===== config.mk =====
export PLATFORM = sky130hd
export DESIGN_NAME = stepper_phase_sequencer
export DESIGN_NICKNAME = d
export VERILOG_FILES = /design/src/hw/rtl/sps_pkg.sv /design/src/hw/rtl/sps_step_logic.sv /design/src/hw/rtl/stepper_phase_sequencer.sv
export SDC_FILE = /design/constraint.sdc
export NUM_CORES = 1
export LEC_CHECK = 0
export ABC_AREA = 1
export BUFFER_PORTS_ARGS = -buffer_cell sky130_fd_sc_hd__buf_2
export CAP_MARGIN = 20
export CORE_ASPECT_RATIO = 0.75
export CORE_MARGIN = 5
export CORE_UTILIZATION = 50
export CTS_CLUSTER_SIZE = 24
export DETAILED_ROUTE_END_ITERATION = 7
export PLACE_DENSITY = 0.7
export SYNTH_ARGS = -nofsm -noshare
export SYNTH_HDL_FRONTEND = slang
export SYNTH_SLANG_ARGS = --single-unit

===== constraint.sdc =====
create_clock -name aclk -period 7.7 [get_ports aclk]
set_input_delay 1.155 -clock aclk [delete_from_list [all_inputs] [get_ports aclk]]
set_output_delay 1.155 -clock aclk [all_outputs]
set_load 0.05 [all_outputs]

===== src/hw/rtl/sps_pkg.sv =====
// shared types, codes and phase tables for the stepper phase sequencer
`timescale 1ns / 1ps

package sps_pkg;

    localparam int POSITION_WIDTH = 32;
    localparam int PERIOD_WIDTH   = 20;
    localparam int LOCK_WIDTH     = 26;
    localparam int MOVES_WIDTH    = 32;

    localparam logic [PERIOD_WIDTH-1:0] ELAPSED_MAX = '1;
    localparam logic [LOCK_WIDTH-1:0]   LOCK_MAX    = '1;

    // item function codes
    localparam logic [2:0] FUNC_TICK  = 3'd0;
    localparam logic [2:0] FUNC_MOVE  = 3'd1;
    localparam logic [2:0] FUNC_START = 3'd2;
    localparam logic [2:0] FUNC_STOP  = 3'd3;
    localparam logic [2:0] FUNC_DIR   = 3'd4;

    // run states
    localparam logic [1:0] ST_IDLE = 2'd0;
    localparam logic [1:0] ST_INIT = 2'd1;
    localparam logic [1:0] ST_RUN  = 2'd2;
    localparam logic [1:0] ST_STOP = 2'd3;

    // step modes
    localparam logic [1:0] MODE_WAVE    = 2'd0;
    localparam logic [1:0] MODE_FULL    = 2'd1;
    localparam logic [1:0] MODE_HALF    = 2'd2;
    localparam logic [1:0] MODE_INVALID = 2'd3;

    // register indexes
    localparam logic [1:0] REG_MODE    = 2'd0;
    localparam logic [1:0] REG_PERIOD  = 2'd1;
    localparam logic [1:0] REG_HOLD    = 2'd2;
    localparam logic [1:0] REG_RELEASE = 2'd3;

    localparam logic [LOCK_WIDTH-1:0] RELEASE_RESET = LOCK_WIDTH'(20000);

    typedef struct packed {
        logic [1:0]                run_state;
        logic [2:0]                phase;
        logic [POSITION_WIDTH-1:0] position;
        logic [MOVES_WIDTH-1:0]    moves;
        logic                      move_active;
        logic                      dir_forward;
        logic                      busy;
        logic                      lock;
        logic [3:0]                coils;
        logic [PERIOD_WIDTH-1:0]   step_elapsed;
        logic                      first_step_due;
        logic [LOCK_WIDTH-1:0]     lock_elapsed;
    } state_t;

    typedef struct packed {
        logic [1:0]              mode;
        logic [PERIOD_WIDTH-1:0] period;
        logic                    hold;
        logic [LOCK_WIDTH-1:0]   release_ticks;
    } cfg_t;

    // reset values, fields in declaration order
    localparam state_t STATE_RESET = {ST_IDLE, 3'd0, {POSITION_WIDTH{1'b0}},
                                      {MOVES_WIDTH{1'b0}}, 1'b0, 1'b1, 1'b0, 1'b0,
                                      4'h0, {PERIOD_WIDTH{1'b0}}, 1'b0,
                                      {LOCK_WIDTH{1'b0}}};
    localparam cfg_t   CFG_RESET   = {MODE_HALF, {PERIOD_WIDTH{1'b0}}, 1'b0,
                                      RELEASE_RESET};

    // coil nibble for a mode and phase; odd phases take the high nibble
    function automatic logic [3:0] coil_pattern(input logic [1:0] mode,
                                                input logic [2:0] phase);
        logic [7:0] pat;
        pat = 8'h00;
        unique case (mode)
            MODE_WAVE: begin
                pat = phase[1] ? 8'h84 : 8'h21;
            end
            MODE_FULL: begin
                pat = phase[1] ? 8'h9c : 8'h63;
            end
            MODE_HALF, MODE_INVALID: begin
                unique case (phase[2:1])
                    2'd0: pat = 8'h31;
                    2'd1: pat = 8'h62;
                    2'd2: pat = 8'hc4;
                    default: pat = 8'h98;
                endcase
            end
        endcase
        return phase[0] ? pat[7:4] : pat[3:0];
    endfunction

endpackage


===== src/hw/rtl/sps_step_logic.sv =====
// next-state logic for one item: ticks, commands and the step itself
`timescale 1ns / 1ps

module sps_step_logic (
    input  sps_pkg::state_t  state_i,
    input  sps_pkg::cfg_t    cfg_i,
    input  logic [2:0]       func_i,
    input  logic [31:0]      distance_i,
    input  logic             forward_i,
    output sps_pkg::state_t  state_o,
    output logic             stepped_o
);

    always_comb begin
        sps_pkg::state_t                         nx;
        logic [sps_pkg::LOCK_WIDTH-1:0]          lock_inc;
        logic [sps_pkg::PERIOD_WIDTH-1:0]        el_inc;
        logic [sps_pkg::MOVES_WIDTH-1:0]         moves_dec;
        logic                                    do_step;

        nx        = state_i;
        do_step   = 1'b0;
        lock_inc  = (state_i.lock_elapsed < sps_pkg::LOCK_MAX) ?
                    state_i.lock_elapsed + 1'b1 : state_i.lock_elapsed;
        el_inc    = (state_i.step_elapsed < sps_pkg::ELAPSED_MAX) ?
                    state_i.step_elapsed + 1'b1 : state_i.step_elapsed;
        moves_dec = state_i.moves - 1'b1;

        unique case (func_i)
            sps_pkg::FUNC_TICK: begin
                nx.lock_elapsed = lock_inc;
                unique case (state_i.run_state)
                    sps_pkg::ST_IDLE: begin
                        if (!cfg_i.hold && state_i.lock &&
                            lock_inc >= cfg_i.release_ticks) begin
                            nx.coils = 4'h0;
                            nx.lock  = 1'b0;
                        end
                    end
                    sps_pkg::ST_INIT: begin
                        if (cfg_i.period == '0 ||
                            (state_i.move_active && state_i.moves == '0)) begin
                            if (state_i.moves == '0) begin
                                nx.move_active = 1'b0;
                            end
                            nx.run_state = sps_pkg::ST_IDLE;
                        end else begin
                            nx.busy           = 1'b1;
                            nx.lock           = 1'b0;
                            nx.run_state      = sps_pkg::ST_RUN;
                            nx.first_step_due = 1'b1;
                        end
                    end
                    sps_pkg::ST_RUN: begin
                        if (state_i.first_step_due) begin
                            do_step = 1'b1;
                        end else begin
                            nx.step_elapsed = el_inc;
                            do_step = (el_inc >= cfg_i.period);
                        end
                    end
                    sps_pkg::ST_STOP: begin
                        nx.busy         = 1'b0;
                        nx.move_active  = 1'b0;
                        nx.lock         = 1'b1;
                        nx.run_state    = sps_pkg::ST_IDLE;
                        nx.lock_elapsed = '0;
                    end
                endcase
            end
            sps_pkg::FUNC_MOVE: begin
                nx.dir_forward = (distance_i != '0) && !distance_i[31];
                nx.moves       = distance_i[31] ? (32'd0 - distance_i) : distance_i;
                nx.move_active = (distance_i != '0);
            end
            sps_pkg::FUNC_START: begin
                nx.run_state = sps_pkg::ST_INIT;
            end
            sps_pkg::FUNC_STOP: begin
                nx.run_state = sps_pkg::ST_STOP;
            end
            sps_pkg::FUNC_DIR: begin
                nx.dir_forward = forward_i;
            end
            default: begin
            end
        endcase

        if (do_step) begin
            nx.coils = sps_pkg::coil_pattern(cfg_i.mode, state_i.phase);
            if (state_i.dir_forward) begin
                nx.phase    = state_i.phase + 3'd1;
                nx.position = state_i.position + 1'b1;
            end else begin
                nx.phase    = state_i.phase - 3'd1;
                nx.position = state_i.position - 1'b1;
            end
            nx.step_elapsed   = '0;
            nx.first_step_due = 1'b0;
            if (state_i.move_active) begin
                nx.moves = moves_dec;
                if (moves_dec == '0) begin
                    nx.run_state = sps_pkg::ST_STOP;
                end
            end
        end

        state_o   = nx;
        stepped_o = do_step;
    end

endmodule


===== src/hw/rtl/stepper_phase_sequencer.sv =====
// top level of the stepper phase sequencer: channels, state and registers
`timescale 1ns / 1ps

// Drives four unipolar stepper coils from a phase index in wave, full or
// half step mode. Each input item is either a one-microsecond tick (func 0)
// or a command: move by a signed distance, start, stop or set direction.
// Ticks advance the run state machine; only ticks advance the step and lock timers.
// Every item gives exactly one result item with the coil bits, busy, locked,
// stepped, the wrapping position and the steps left of the current move.
// An item passes an input register and a result register, and one item is
// taken every cycle while the receiver takes results. When the receiver
// stalls the result is held, the input register takes at most one more
// item, and s_axis_tready drops while that register is full.
// Registers sit on the APB port: step mode, step period, hold lock and
// lock release ticks; writing a valid mode puts the phase back to 0.
// Reset puts the block in idle with coils off, position 0, direction
// forward, half step mode, no speed and a release time of 20000 ticks.

module stepper_phase_sequencer (
    input  logic        aclk,
    input  logic        aresetn,
    input  logic        s_axis_tvalid,
    output logic        s_axis_tready,
    input  logic [39:0] s_axis_tdata,   // distance[31:0], forward[32], zero pad
    input  logic [2:0]  s_axis_tuser,   // func[2:0]
    output logic        m_axis_tvalid,
    input  logic        m_axis_tready,
    output logic [71:0] m_axis_tdata,   // coils[3:0], busy_res[4], locked[5],
                                        // stepped[6], position[38:7],
                                        // moves_left[70:39], zero pad
    input  logic        psel,
    input  logic        penable,
    input  logic        pwrite,
    input  logic [3:0]  paddr,
    input  logic [31:0] pwdata,
    output logic [31:0] prdata,
    output logic        pready
);

    sps_pkg::state_t state_reg, state_next, core_state;
    sps_pkg::cfg_t   cfg_reg, cfg_next;
    logic            core_stepped;

    logic        in_valid_reg;
    logic [2:0]  in_func_reg;
    logic [31:0] in_dist_reg;
    logic        in_fwd_reg;

    logic        out_valid_reg;
    logic [3:0]  out_coils_reg;
    logic        out_busy_reg;
    logic        out_locked_reg;
    logic        out_stepped_reg;
    logic [31:0] out_position_reg;
    logic [31:0] out_moves_reg;

    logic advance;
    logic s_accept;
    logic cfg_write;
    logic [1:0] reg_index;

    assign advance   = in_valid_reg && (!out_valid_reg || m_axis_tready);
    assign s_axis_tready = !in_valid_reg || advance;
    assign s_accept  = s_axis_tvalid && s_axis_tready;
    assign pready    = 1'b1;
    assign cfg_write = psel && penable && pwrite && pready;
    assign reg_index = paddr[3:2];

    sps_step_logic u_step_logic (
        .state_i    (state_reg),
        .cfg_i      (cfg_reg),
        .func_i     (in_func_reg),
        .distance_i (in_dist_reg),
        .forward_i  (in_fwd_reg),
        .state_o    (core_state),
        .stepped_o  (core_stepped)
    );

    // item update first, then register writes
    always_comb begin
        state_next = advance ? core_state : state_reg;
        cfg_next   = cfg_reg;
        if (cfg_write) begin
            unique case (reg_index)
                sps_pkg::REG_MODE: begin
                    if (pwdata[1:0] != sps_pkg::MODE_INVALID) begin
                        cfg_next.mode    = pwdata[1:0];
                        state_next.phase = 3'd0;
                    end
                end
                sps_pkg::REG_PERIOD: begin
                    if (pwdata[sps_pkg::PERIOD_WIDTH-1:0] != cfg_reg.period) begin
                        cfg_next.period = pwdata[sps_pkg::PERIOD_WIDTH-1:0];
                        if (pwdata[sps_pkg::PERIOD_WIDTH-1:0] == '0) begin
                            state_next.run_state = sps_pkg::ST_STOP;
                        end
                    end
                end
                sps_pkg::REG_HOLD: begin
                    cfg_next.hold = pwdata[0];
                    if (pwdata[0] && !state_reg.busy) begin
                        state_next.lock_elapsed = '0;
                    end
                end
                sps_pkg::REG_RELEASE: begin
                    cfg_next.release_ticks = pwdata[sps_pkg::LOCK_WIDTH-1:0];
                end
            endcase
        end
    end

    always_comb begin
        unique case (reg_index)
            sps_pkg::REG_MODE:    prdata = {30'd0, cfg_reg.mode};
            sps_pkg::REG_PERIOD:  prdata = 32'(cfg_reg.period);
            sps_pkg::REG_HOLD:    prdata = {31'd0, cfg_reg.hold};
            sps_pkg::REG_RELEASE: prdata = 32'(cfg_reg.release_ticks);
        endcase
    end

    always_ff @(posedge aclk) begin
        if (!aresetn) begin
            state_reg     <= sps_pkg::STATE_RESET;
            cfg_reg       <= sps_pkg::CFG_RESET;
            in_valid_reg  <= 1'b0;
            out_valid_reg <= 1'b0;
        end else begin
            state_reg <= state_next;
            cfg_reg   <= cfg_next;
            if (s_accept) begin
                in_valid_reg <= 1'b1;
            end else if (advance) begin
                in_valid_reg <= 1'b0;
            end
            if (advance) begin
                out_valid_reg <= 1'b1;
            end else if (m_axis_tready) begin
                out_valid_reg <= 1'b0;
            end
        end
    end

    // payload registers
    always_ff @(posedge aclk) begin
        if (s_accept) begin
            in_func_reg <= s_axis_tuser;
            in_dist_reg <= s_axis_tdata[31:0];
            in_fwd_reg  <= s_axis_tdata[32];
        end
        if (advance) begin
            out_coils_reg    <= core_state.coils;
            out_busy_reg     <= core_state.busy;
            out_locked_reg   <= core_state.lock;
            out_stepped_reg  <= core_stepped;
            out_position_reg <= 32'($signed(core_state.position));
            out_moves_reg    <= core_state.moves;
        end
    end

    assign m_axis_tvalid = out_valid_reg;
    assign m_axis_tdata  = {1'b0, out_moves_reg, out_position_reg, out_stepped_reg,
                            out_locked_reg, out_busy_reg, out_coils_reg};

`ifndef NO_ASSERTIONS
    // a step only happens while running
    assert property (@(posedge aclk) disable iff (!aresetn)
        out_valid_reg && out_stepped_reg |-> out_busy_reg)
        else $error("step reported while not busy");

    // coils are never both held after stop and running
    assert property (@(posedge aclk) disable iff (!aresetn)
        out_valid_reg |-> !(out_busy_reg && out_locked_reg))
        else $error("busy and locked at the same time");

    // commands never take a step
    assert property (@(posedge aclk) disable iff (!aresetn)
        advance && in_func_reg != sps_pkg::FUNC_TICK |=> !out_stepped_reg)
        else $error("step reported for a command item");
`endif

endmodule


==> results.sh, run 1 <==
export IMPL_clock_skew_ns=0.02327
export IMPL_switching_share_pct=29.66
export IMPL_routed_wire_length_per_instance_um=16.18
export IMPL_path_buf_inv=4
export IMPL_antenna_found_initial=0
export IMPL_fin_area_um2=20000
export IMPL_power_frac_clock_pct=39.2
export IMPL_worstSetupStartpoint="state_reg[27]$_SDFFE_PN0P_"
export IMPL_drv_slew=0
export IMPL_die_y_um=173.9
export IMPL_powerDensity_nw_per_um2=185.5
export IMPL_async_flop_share_pct=0
export IMPL_tns_ns=0
export IMPL_fin_util_pct=56.20
export IMPL_cts_buffer_depth=3
export IMPL_synth_edf_count=107
export IMPL_cts_setup_buffers=0
export IMPL_power_frac_seq_pct=44.8
export IMPL_drive_above_1_share_pct=12.39
export IMPL_setup_viol=0
export IMPL_rsz0062_at_grt="false"
export IMPL_hold_path_startpoint="cfg_reg[25]$_SDFFE_PN0P_"
export IMPL_grt_pass1_vias=15140
export IMPL_hpwl_um=36920
export IMPL_p_switching_mw=1.100
export IMPL_avgViaCountPerCell=5.425
export IMPL_root_buffer="clkbuf_16"
export IMPL_criticalPathCategory="reg -> reg"
export IMPL_crit_arrival_ns=4.97
export IMPL_grt_pass1_wl_um=79720
export IMPL_slew_headroom_pct=34.76
export IMPL_yosys_cell_types_count=65
export IMPL_worst_pin_slew_ns=0.9787
export IMPL_crit_path_max_fanout=41
export IMPL_period_share_pct=57.78
export IMPL_period_minus_slack_ns=4.449
export IMPL_placed_area_um2=19020
export IMPL_ys_flop_type="dfxtp_1"
export IMPL_cts_hold_fix_buffers=0
export IMPL_die_w_um=228.5
export IMPL_largest_register_ffs=124
export IMPL_critPathMaxStageDelay_ns=0.57
export IMPL_n_antenna_cell=0
export IMPL_num_vias=16714
export IMPL_cts_tree="done"
export IMPL_drcViolationCount=0
export IMPL_hp_class="reg -> reg"
export IMPL_reg2reg_from="state_reg[27]$_SDFFE_PN0P_"
export IMPL_syn_inst=2467
export IMPL_cp_cell_sequence="ha_1 > inv_1 > nor4_4 > nand3_1 > nor2_1 > inv_1 > nand3_1 > nor2_2 > nand3b_1 > nand2_1 > ha_1 > nand2_1 > nor2_2 > nand4_2 > nor4_2 > nand2_1 > nand2_4 > nand3_4 > inv_2 > nand3_1 > o21ai_1 > o21ai_0 > inv_1"
export IMPL_power_mw=3.709
export IMPL_status="finished, final reports clean"
export IMPL_yosys_warnings=0
export IMPL_placementRows=60
export IMPL_hold_viol=0
export IMPL_post_cts_resized=0
export IMPL_first_pass_iters=5
export IMPL_ant_nets=0
export IMPL_synth_seq_cells=282
export IMPL_gr_total_overflow=0
export IMPL_clk_pin_slew_ns=0.07
export IMPL_power_frac_comb_pct=16.0
export IMPL_wl_um=49850
export IMPL_grt_usage_pct=23.93
export IMPL_cts_htree_levels=1
export IMPL_ys_seq_area_share_pct=37.50
export IMPL_cts_sinks=282
export IMPL_start_util_pct=50.33
export IMPL_clock_fmax_mhz=224.8
export IMPL_gp_congestion=0.9323
export IMPL_avgSynthCellArea_um2=7.260
export IMPL_critPathLaunchType="flip-flop"
export IMPL_p_leak_nw=9.199
export IMPL_port_buffer_count=169
export IMPL_maxCapViolCount=0
export IMPL_intPower_mw=2.609
export IMPL_final_nets=2768
export IMPL_cts_buffers=29
export IMPL_drtIter0Drc=1586
export IMPL_grt_max_degree=82
export IMPL_crit_required_ns=8.22
export IMPL_whs_ns=0.4863
export IMPL_critPathCaptureType="flip-flop"
export IMPL_ios=193
export IMPL_clk_latency_ns=0.58
export IMPL_area_growth_pct=11.66
export IMPL_crit_family="simple AND/OR/NAND/NOR gates"
export IMPL_dieArea_um2=39750
export IMPL_peakVddDrop_mv=0.1521
export IMPL_netlist_area_um2=17910
export IMPL_crit_slowest_cell="inv_2"
export IMPL_core_um2=35580
## kinds of logic after synthesis
logic type	share of synthesized area, %
AND/OR/NAND/NOR	27.36
AO/OA/AOI/OAI	15.54
buffers and inverters	8.872
flip-flops	37.50
adder cells (fa/ha/maj)	6.301
XOR/XNOR	4.380
other	0.04193
## placed cells by master (no fill, tap or decap), drive strengths merged, types with 20 or more instances in the layout
cell type	count
nand2	553
nor2	312
inv	308
o21ai	211
a21oi	206
buf	181
dfxtp	175
nand3	133
edfxtp	107
ha	87
xor2	52
nand4	42
xnor2	35
nor3	35
clkbuf	32
o22ai	24
o211ai	20
## worst min-delay path, stage by stage, from the launching register on
cell,delay (ns)
dfxtp_1,0.30
inv_1,0.08
a21oi_1,0.06
## routing by layer
metal	share of wire (%)	GRT usage (%)	vias to the layer above
li1	-	-	8428
met1	48	35.44	7739
met2	45	38.40	497
met3	5.6	3.037	50
met4	1.4	3.804	0
met5	0	0	-
## layout make-up
type | instances | area, µm²
clock buffer | 32 | 767.0
fill | 3361 | 15580
sequential | 282 | 6716
timing repair buffer | 181 | 935.9
tap | 465 | 581.8
inverter | 304 | 1146
multi-input combinational | 1795 | 9638
clock inverter | 22 | 214.0
## per-stage QoR
step                setup WS (ns)  cells
floorplan                   4.122   2473
global placement            3.496   3027
detailed placement          3.365   3027
CTS                         3.312   3081
global route                2.932   3081
finish                      3.251   3081
## cell usage after synthesis (5+ instances only)
library cell  instances  area [µm²]
a21oi_1             204        1021
nand4_1              38       237.7
ha_1                 87        1089
buf_2                14       70.07
clkbuf_1             53       198.9
buf_1                 6       22.52
nor4_1               14       87.58
nor3_1               31       155.2
nand2_1             540        2027
or2_2                 5       31.28
dfxtp_1             175        3503
xor2_1               51       446.7
a211oi_1              7       52.55
o22ai_1              24       150.1
nand2_2               8       50.05
inv_1               290        1089
a22oi_1              13       97.59
nand3_1             126       630.6
nor2_4               10       112.6
inv_2                12       45.04
o21ai_1              30       150.1
o21ai_0             178       890.9
nand2_4               5       56.30
o211ai_1             17       127.6
xnor2_1              33       289.0
nor2_1              284        1066
buf_4                16       120.1
edfxtp_1            107        3213
nor2_2               15       93.84
## power groups by stage
| stage | clock network [mW] | registers [mW] | logic [mW] |
|---|---|---|---|
| after global routing | 1.56 | 1.67 | 0.658 |
| after floorplan | 0 | 1.75 | 0.370 |
| after detailed placement | 0 | 1.69 | 0.587 |
| after global placement | 0 | 1.69 | 0.577 |
| after CTS | 1.49 | 1.66 | 0.590 |
| final | 1.45 | 1.66 | 0.594 |
## worst paths after layout
path	slack, ns	to	cells after the start
setup / recovery	3.25	state_reg[74]$_SDFFE_PN0P_	23
hold / removal	0.49	cfg_reg[25]$_SDFFE_PN0P_	2
setup reg to reg	3.25	state_reg[74]$_SDFFE_PN0P_	23
hold reg to reg	0.49	cfg_reg[25]$_SDFFE_PN0P_	2
Note: power is estimated with default switching activity, not from simulation.
==> run 2, diff against run 1 <==
--- a/config.mk
+++ b/config.mk
@@ -13,7 +13,7 @@
 export CORE_UTILIZATION = 50
 export CTS_CLUSTER_SIZE = 24
 export DETAILED_ROUTE_END_ITERATION = 7
-export PLACE_DENSITY = 0.7
+export PLACE_DENSITY = 0.72
 export SYNTH_ARGS = -nofsm -noshare
 export SYNTH_HDL_FRONTEND = slang
 export SYNTH_SLANG_ARGS = --single-unit
==> constraint.sdc (replaced) <==
create_clock -name aclk -period 3.92 [get_ports aclk]
set_input_delay 0.588 -clock aclk [delete_from_list [all_inputs] [get_ports aclk]]
set_output_delay 0.588 -clock aclk [all_outputs]
set_load 0.05 [all_outputs]
==> run 2 against run 1 <==
  * Final area grew 0.85%
  * Routed wire length grew 0.59%
  * Count of clock-buffer cells in the layout grew 7
  * Critical path depth shrank 2
  * Flip-flop and latch count is the same
  * Sequential share of layout area shrank 0.28 points
  * Clock skew shrank 0.0095 ns
  * Combinational power grew 97%
  * Cell count grew 0.58%
==> results.sh, run 2 (synthesized netlist as in run 1, its figures left out) <==
export IMPL_crit_path_max_fanout=6
export IMPL_hpwl_um=38000
export IMPL_num_vias=16748
export IMPL_wl_um=50150
export IMPL_largest_register_ffs=124
export IMPL_status="finished, final reports clean"
export IMPL_gr_total_overflow=0
export IMPL_setup_viol=0
export IMPL_dieArea_um2=39750
export IMPL_avgViaCountPerCell=5.404
export IMPL_power_frac_clock_pct=38.5
export IMPL_die_w_um=228.5
export IMPL_core_um2=35580
export IMPL_reg2reg_slack_ns=0.34
export IMPL_drtIter0Drc=1518
export IMPL_first_pass_iters=8
export IMPL_clock_fmax_mhz=279.6
export IMPL_power_frac_comb_pct=16.2
export IMPL_critPathLaunchType="flip-flop"
export IMPL_powerDensity_nw_per_um2=358.0
export IMPL_r2r_cells=21
export IMPL_maxCapViolCount=0
export IMPL_grt_pass1_vias=15422
export IMPL_die_y_um=173.9
export IMPL_cts_sinks=282
export IMPL_whs_endpoint="in_dist_reg[29]$_DFFE_PP_"
export IMPL_path_buf_inv=2
export IMPL_final_common_cell="nand2_1"
export IMPL_reg2reg_from="state_reg[0]$_SDFF_PN0_"
export IMPL_cts_buffers=30
export IMPL_p_switching_mw=2.104
export IMPL_p_leak_nw=9.288
export IMPL_worst_pin_slew_ns=0.9360
export IMPL_drcViolationCount=0
export IMPL_antenna_found_initial=0
export IMPL_grt_usage_pct=24.13
export IMPL_clk_pin_slew_ns=0.06
export IMPL_routed_wire_length_per_instance_um=16.18
export IMPL_gp_congestion=0.9563
export IMPL_r2r_end="state_reg[49]$_SDFFE_PN0P_"
export IMPL_nFillCells=3372
export IMPL_port_buffer_count=169
export IMPL_layout_common_cells="538 x nand2_1, 289 x inv_1, 282 x nor2_1"
export IMPL_power_mw=7.220
export IMPL_final_nets=2785
export IMPL_switching_share_pct=29.14
export IMPL_ios=193
export IMPL_drv_slew=0
export IMPL_critPathMaxStageDelay_ns=0.38
export IMPL_slew_headroom_pct=37.45
export IMPL_period_share_pct=91.23
export IMPL_intPower_mw=5.117
export IMPL_cts_hold_fix_buffers=0
export IMPL_crit_slowest_cell="dfxtp_1"
export IMPL_placementRows=60
export IMPL_whs_path_depth=1
export IMPL_hold_path_startpoint="s_axis_tdata[29]"
export IMPL_crit_required_ns=4.38
export IMPL_crit_arrival_ns=4.03
export IMPL_ant_nets=0
export IMPL_clock_skew_ns=0.01380
export IMPL_fin_area_um2=20170
export IMPL_crit_family="simple AND/OR/NAND/NOR gates"
export IMPL_drive_above_1_share_pct=12.83
export IMPL_cts_tree="done"
export IMPL_path_depth=21
export IMPL_placed_area_um2=19150
export IMPL_cp_cell_sequence="ha_1 > nand3_2 > nor2_4 > nand2_4 > nor2_8 > nand3_4 > nor2_8 > inv_4 > nand3_4 > nor2_1 > xor2_1 > ha_1 > nand2_1 > nor4_1 > nand3_1 > nand3_1 > nand3_2 > nand2_1 > nand2_1 > o21ai_0 > inv_1"
export IMPL_critPathCaptureType="flip-flop"
export IMPL_whs_ns=0.1946
export IMPL_start_util_pct=50.33
export IMPL_power_frac_seq_pct=45.3
export IMPL_hp_class="in -> reg"
export IMPL_criticalPathCategory="reg -> reg"
export IMPL_grt_max_degree=64
export IMPL_cts_htree_levels=1
export IMPL_period_minus_slack_ns=3.576
export IMPL_area_growth_pct=12.61
export IMPL_grt_pass1_wl_um=80140
export IMPL_n_antenna_cell=0
export IMPL_instances_no_fill=3099
export IMPL_peakVddDrop_mv=0.3295
export IMPL_cts_buffer_depth=3
export IMPL_tns_ns=0
export IMPL_hold_viol=0
export IMPL_clk_latency_ns=0.57
export IMPL_root_buffer="clkbuf_16"
export IMPL_placedCellCount=3039
export IMPL_cpMostUsedCell="nand2_1"
export IMPL_worstSetupStartpoint="state_reg[0]$_SDFF_PN0_"
-- run 2: changes by cell type in the layout (fill, tap and decap cells not counted), moves of 2 or more --
cell / previous run / this run
clkbuf_16: 29 / 31
clkinv_1: 4 / 7
clkinv_4: 2 / 0
buf_4: 12 / 23
inv_6: 2 / 0
clkinv_2: 7 / 9
buf_12: 0 / 3
inv_4: 5 / 2
clkbuf_1: 0 / 6
-- run 2: area by class of cell --
cell class                      instances  area (µm²)  share of cell area [%]
Timing Repair Buffer                  197        1117                   5.540
Clock buffer                           39       825.8                   4.094
Multi-Input combinational cell       1795        9653                   47.86
Sequential cell                       282        6718                   33.31
Inverter                              304        1146                   5.682
Tap cell                              465       581.8                   2.885
Clock inverter                         17       127.6                  0.6328
-- run 2: power groups by stage --
stage / Sequential [mW] / Clock, mW / Combinational (mW)
2_1_floorplan: 3.44 / 0 / 0.728
3_3_place_gp: 3.33 / 0 / 1.13
3_5_place_dp: 3.33 / 0 / 1.15
4_1_cts: 3.27 / 2.84 / 1.16
5_1_grt: 3.29 / 2.98 / 1.29
6_report: 3.27 / 2.78 / 1.17
-- run 2: routing by layer --
metal	GRT usage, %	up-vias	wire, µm
li1	-	8467	-
met1	34.89	7707	23780
met2	39.32	520	22490
met3	3.266	54	3013
met4	4.384	0	867
met5	0	-	0
-- run 2: how the worst max path moves through the flow --
| stage | to |
|---|---|
| 2_1_floorplan | out_moves_reg[26]$_DFFE_PP_ |
| 3_3_place_gp | state_reg[56]$_SDFFE_PN0P_ |
| 3_5_place_dp | state_reg[63]$_SDFFE_PN0P_ |
| 4_1_cts | state_reg[63]$_SDFFE_PN0P_ |
| 5_1_grt | state_reg[56]$_SDFFE_PN0P_ |
| 6_report | state_reg[49]$_SDFFE_PN0P_ |
-- run 2: repair_timing --
| action | CTS | global route |
|---|---|---|
| resized for setup | 0 | 6 |
| endpoints found under the setup margin | 0 | 81 |
| setup buffers | 0 | 3 |
-- run 2: metrics by stage --
step / util (%) / setup slack, ns
6_report: 56.68 / 0.3437
5_1_grt: 56.68 / -0.0005835
4_1_cts: 56.48 / 0.07620
3_5_place_dp: 53.80 / 0.1129
3_3_place_gp: 53.80 / 0.2090
2_1_floorplan: - / 0.7615
==> run 3, diff against run 2 <==
--- a/config.mk
+++ b/config.mk
@@ -5,7 +5,6 @@
 export SDC_FILE = /design/constraint.sdc
 export NUM_CORES = 1
 export LEC_CHECK = 0
-export ABC_AREA = 1
 export BUFFER_PORTS_ARGS = -buffer_cell sky130_fd_sc_hd__buf_2
 export CAP_MARGIN = 20
 export CORE_ASPECT_RATIO = 0.75
@@ -13,7 +12,7 @@
 export CORE_UTILIZATION = 50
 export CTS_CLUSTER_SIZE = 24
 export DETAILED_ROUTE_END_ITERATION = 7
-export PLACE_DENSITY = 0.72
+export PLACE_DENSITY = 0.73
 export SYNTH_ARGS = -nofsm -noshare
 export SYNTH_HDL_FRONTEND = slang
 export SYNTH_SLANG_ARGS = --single-unit
==> run 3 against run 2 <==
  * Sequential power decreased by 2%
  * Flip-flop and latch count unchanged
  * Die area decreased by 5.0%
  * Routed wire length decreased by 2.4%
  * Via count decreased by 7.2%
  * Critical path type unchanged
  * Largest power group unchanged
  * Highest routed layer is now met5
==> results.sh, run 3 <==
export IMPL_first_pass_iters=6
export IMPL_r2r_cells=19
export IMPL_ys_seq_area_share_pct=39.58
export IMPL_status="finished, final reports clean"
export IMPL_antenna_found_initial=1
export IMPL_die_w_um=222.7
export IMPL_synth_top_area_share_pct=20.64
export IMPL_placementRows=58
export IMPL_start_util_pct=50.62
export IMPL_routed_wire_length_per_instance_um=18.48
export IMPL_synthMostInstantiatedCell="nand2_1"
export IMPL_synth_edf_count=107
export IMPL_maxCapViolCount=0
export IMPL_setup_viol=0
export IMPL_powerDensity_nw_per_um2=341.1
export IMPL_final_common_cell="nand2_1"
export IMPL_period_share_pct=98.40
export IMPL_die_y_um=169.6
export IMPL_syn_inst=1943
export IMPL_clk_latency_ns=0.58
export IMPL_grt_max_degree=76
export IMPL_whs_path_depth=1
export IMPL_drcViolationCount=0
export IMPL_p_leak_nw=8.539
export IMPL_critPathLaunchType="flip-flop"
export IMPL_synth_seq_cells=282
export IMPL_cts_sinks=282
export IMPL_n_antenna_cell=0
export IMPL_avgSynthCellArea_um2=8.735
export IMPL_drv_slew=0
export IMPL_yosysTopAreaCell="dfxtp_1"
export IMPL_yosys_cell_types_count=88
export IMPL_grt_pass1_vias=14461
export IMPL_instances_no_fill=2648
export IMPL_placedCellCount=2576
export IMPL_fin_util_pct=61.57
export IMPL_final_nets=2350
export IMPL_netlist_area_um2=16970
export IMPL_synth_common_cells="217 x nand2_1, 197 x nor2_1, 175 x dfxtp_1"
export IMPL_grt_pass1_wl_um=76450
export IMPL_ios=193
export IMPL_num_vias=15546
export IMPL_tns_ns=0
export IMPL_clk_pin_slew_ns=0.06
export IMPL_wl_met1_um=22140
export IMPL_hp_class="in -> reg"
export IMPL_cts_buffer_depth=3
export IMPL_cts_htree_levels=1
export IMPL_cts_buffers=30
export IMPL_ys_flop_type="dfxtp_1"
export IMPL_synth_area_leaders="dfxtp_1 21%, edfxtp_1 19%, ha_1 6.4%"
export IMPL_drive_above_1_share_pct=23.16
export IMPL_port_buffer_count=169
export IMPL_gp_congestion=0.9529
export IMPL_crit_path_max_fanout=17
export IMPL_drtIter0Drc=1559
export IMPL_async_flop_share_pct=0
export IMPL_hpwl_um=34680
export IMPL_criticalPathCategory="reg -> reg"
export IMPL_layout_common_cells="213 x nand2_1, 188 x nor2_1, 169 x buf_2"
export IMPL_worst_pin_slew_ns=1.044
export IMPL_power_mw=7.041
export IMPL_clock_skew_ns=0.02390
export IMPL_wl_met2_um=21620
export IMPL_crit_required_ns=4.21
export IMPL_peakVddDrop_mv=0.3886
export IMPL_highest_layer="met5"
export IMPL_critPathCaptureType="flip-flop"
export IMPL_area_growth_pct=21.62
export IMPL_crit_arrival_ns=4.15
export IMPL_slew_headroom_pct=30.42
export IMPL_gr_total_overflow=0
export IMPL_ant_nets=0
export IMPL_cts_tree="done"
export IMPL_largest_register_ffs=124
export IMPL_yosys_warnings=0
export IMPL_rsz0062_at_grt="true"
export IMPL_grt_usage_pct=24.33
export IMPL_clock_fmax_mhz=259.3
export IMPL_period_minus_slack_ns=3.857
export IMPL_hold_viol=0
export IMPL_root_buffer="clkbuf_16"
export IMPL_avgViaCountPerCell=5.871
export IMPL_core_um2=33530
export IMPL_wl_um=48930
export IMPL_dieArea_um2=37760
export IMPL_wl_met3_um=4072
run 3: cell types whose count changed after synthesis, sizes merged, moves of 22 or more:
cell	delta
a211oi	+22
a21o	+37
a21oi	-53
clkbuf	+34
inv	-231
mux2	+26
mux2i	+27
nand2	-335
nand3	-78
nor2	-114
nor2b	+24
o21ai	-105
xnor2	+41
run 3: per-layer routing:
metal | GRT usage, % | up-vias
li1 | - | 7457
met1 | 35.91 | 7375
met2 | 37.55 | 628
met3 | 4.358 | 84
met4 | 5.538 | 2
met5 | 0 | -
run 3: final timing paths:
check | from | to | slack, ns
worst min register to register | state_reg[99]$_SDFFE_PN0P_ | state_reg[99]$_SDFFE_PN0P_ | 0.48
worst min-delay path | s_axis_tdata[8] | in_dist_reg[8]$_DFFE_PP_ | 0.18
worst max-delay path | state_reg[40]$_SDFFE_PN0P_ | out_moves_reg[23]$_DFFE_PP_ | 0.06
worst max register to register | state_reg[40]$_SDFFE_PN0P_ | out_moves_reg[23]$_DFFE_PP_ | 0.06
run 3: logic make-up (layout without fill, tap and decap cells):
group                    Yosys count  after routing  share of synthesized area (%)
AO/OA/AOI/OAI                    492            493                          18.65
XOR/XNOR                         129            129                          6.657
adder cells (fa/ha/maj)           89             89                          6.650
buffers and inverters            186            434                          4.541
flip-flops                       282            282                          39.58
multiplexers                      54             54                          3.472
other                              2              8                        0.04425
AND/OR/NAND/NOR                  709            709                          20.41
run 3: timing repair:
action                                  CTS  global route
endpoints found under the setup margin   77           143
setup buffers                             3            10
resized for setup                        23            80
pin swaps                                 8            73
gates cloned                              1             3
hold buffers                              0             0
run 3: through the flow:
stage | cell area [µm²] | setup WS, ns | hold WS (ns)
CTS | 20160 | -0.03248 | 0.1559
floorplan | 17080 | 0.007620 | 0.4440
detailed placement | 18980 | -0.1518 | 0.4661
global placement | 18980 | -0.05211 | 0.4572
global route | 20640 | -0.07031 | 0.1612
finish | 20640 | 0.06283 | 0.1775
run 3: area by class of cell:
class / instances / area (µm²)
repair buffers: 307 / 2047
clock inverters: 14 / 190.2
flip-flops and latches: 282 / 6729
fillers: 2813 / 12890
well taps: 450 / 563.0
clock buffers: 41 / 843.3
inverters: 72 / 277.8
multi-input cells: 1482 / 9991
run 3: worst max-delay path, cell delays in order, from the launching register on:
cell	delay (ns)
dfxtp_1	0.34
and4_4	0.25
nand4_1	0.14
nor2_2	0.18
nand2_2	0.09
and4_1	0.18
buf_4	0.14
nand4_1	0.12
xnor2_1	0.12
ha_1	0.31
nand3_1	0.14
nor3_2	0.20
a221o_1	0.21
o21ai_1	0.08
buf_4	0.16
a211oi_4	0.31
buf_12	0.19
nand3_1	0.14
o22ai_1	0.21
a31oi_1	0.08
run 3: power by group:
part	total [mW]	switching (mW)	internal (mW)	leakage (nW)
logic	0.837	0.573	0.264	5.58
clock network	3.01	1.19	1.82	0.508
registers	3.19	0.0687	3.12	2.45
total	7.04	1.83	5.21	8.54
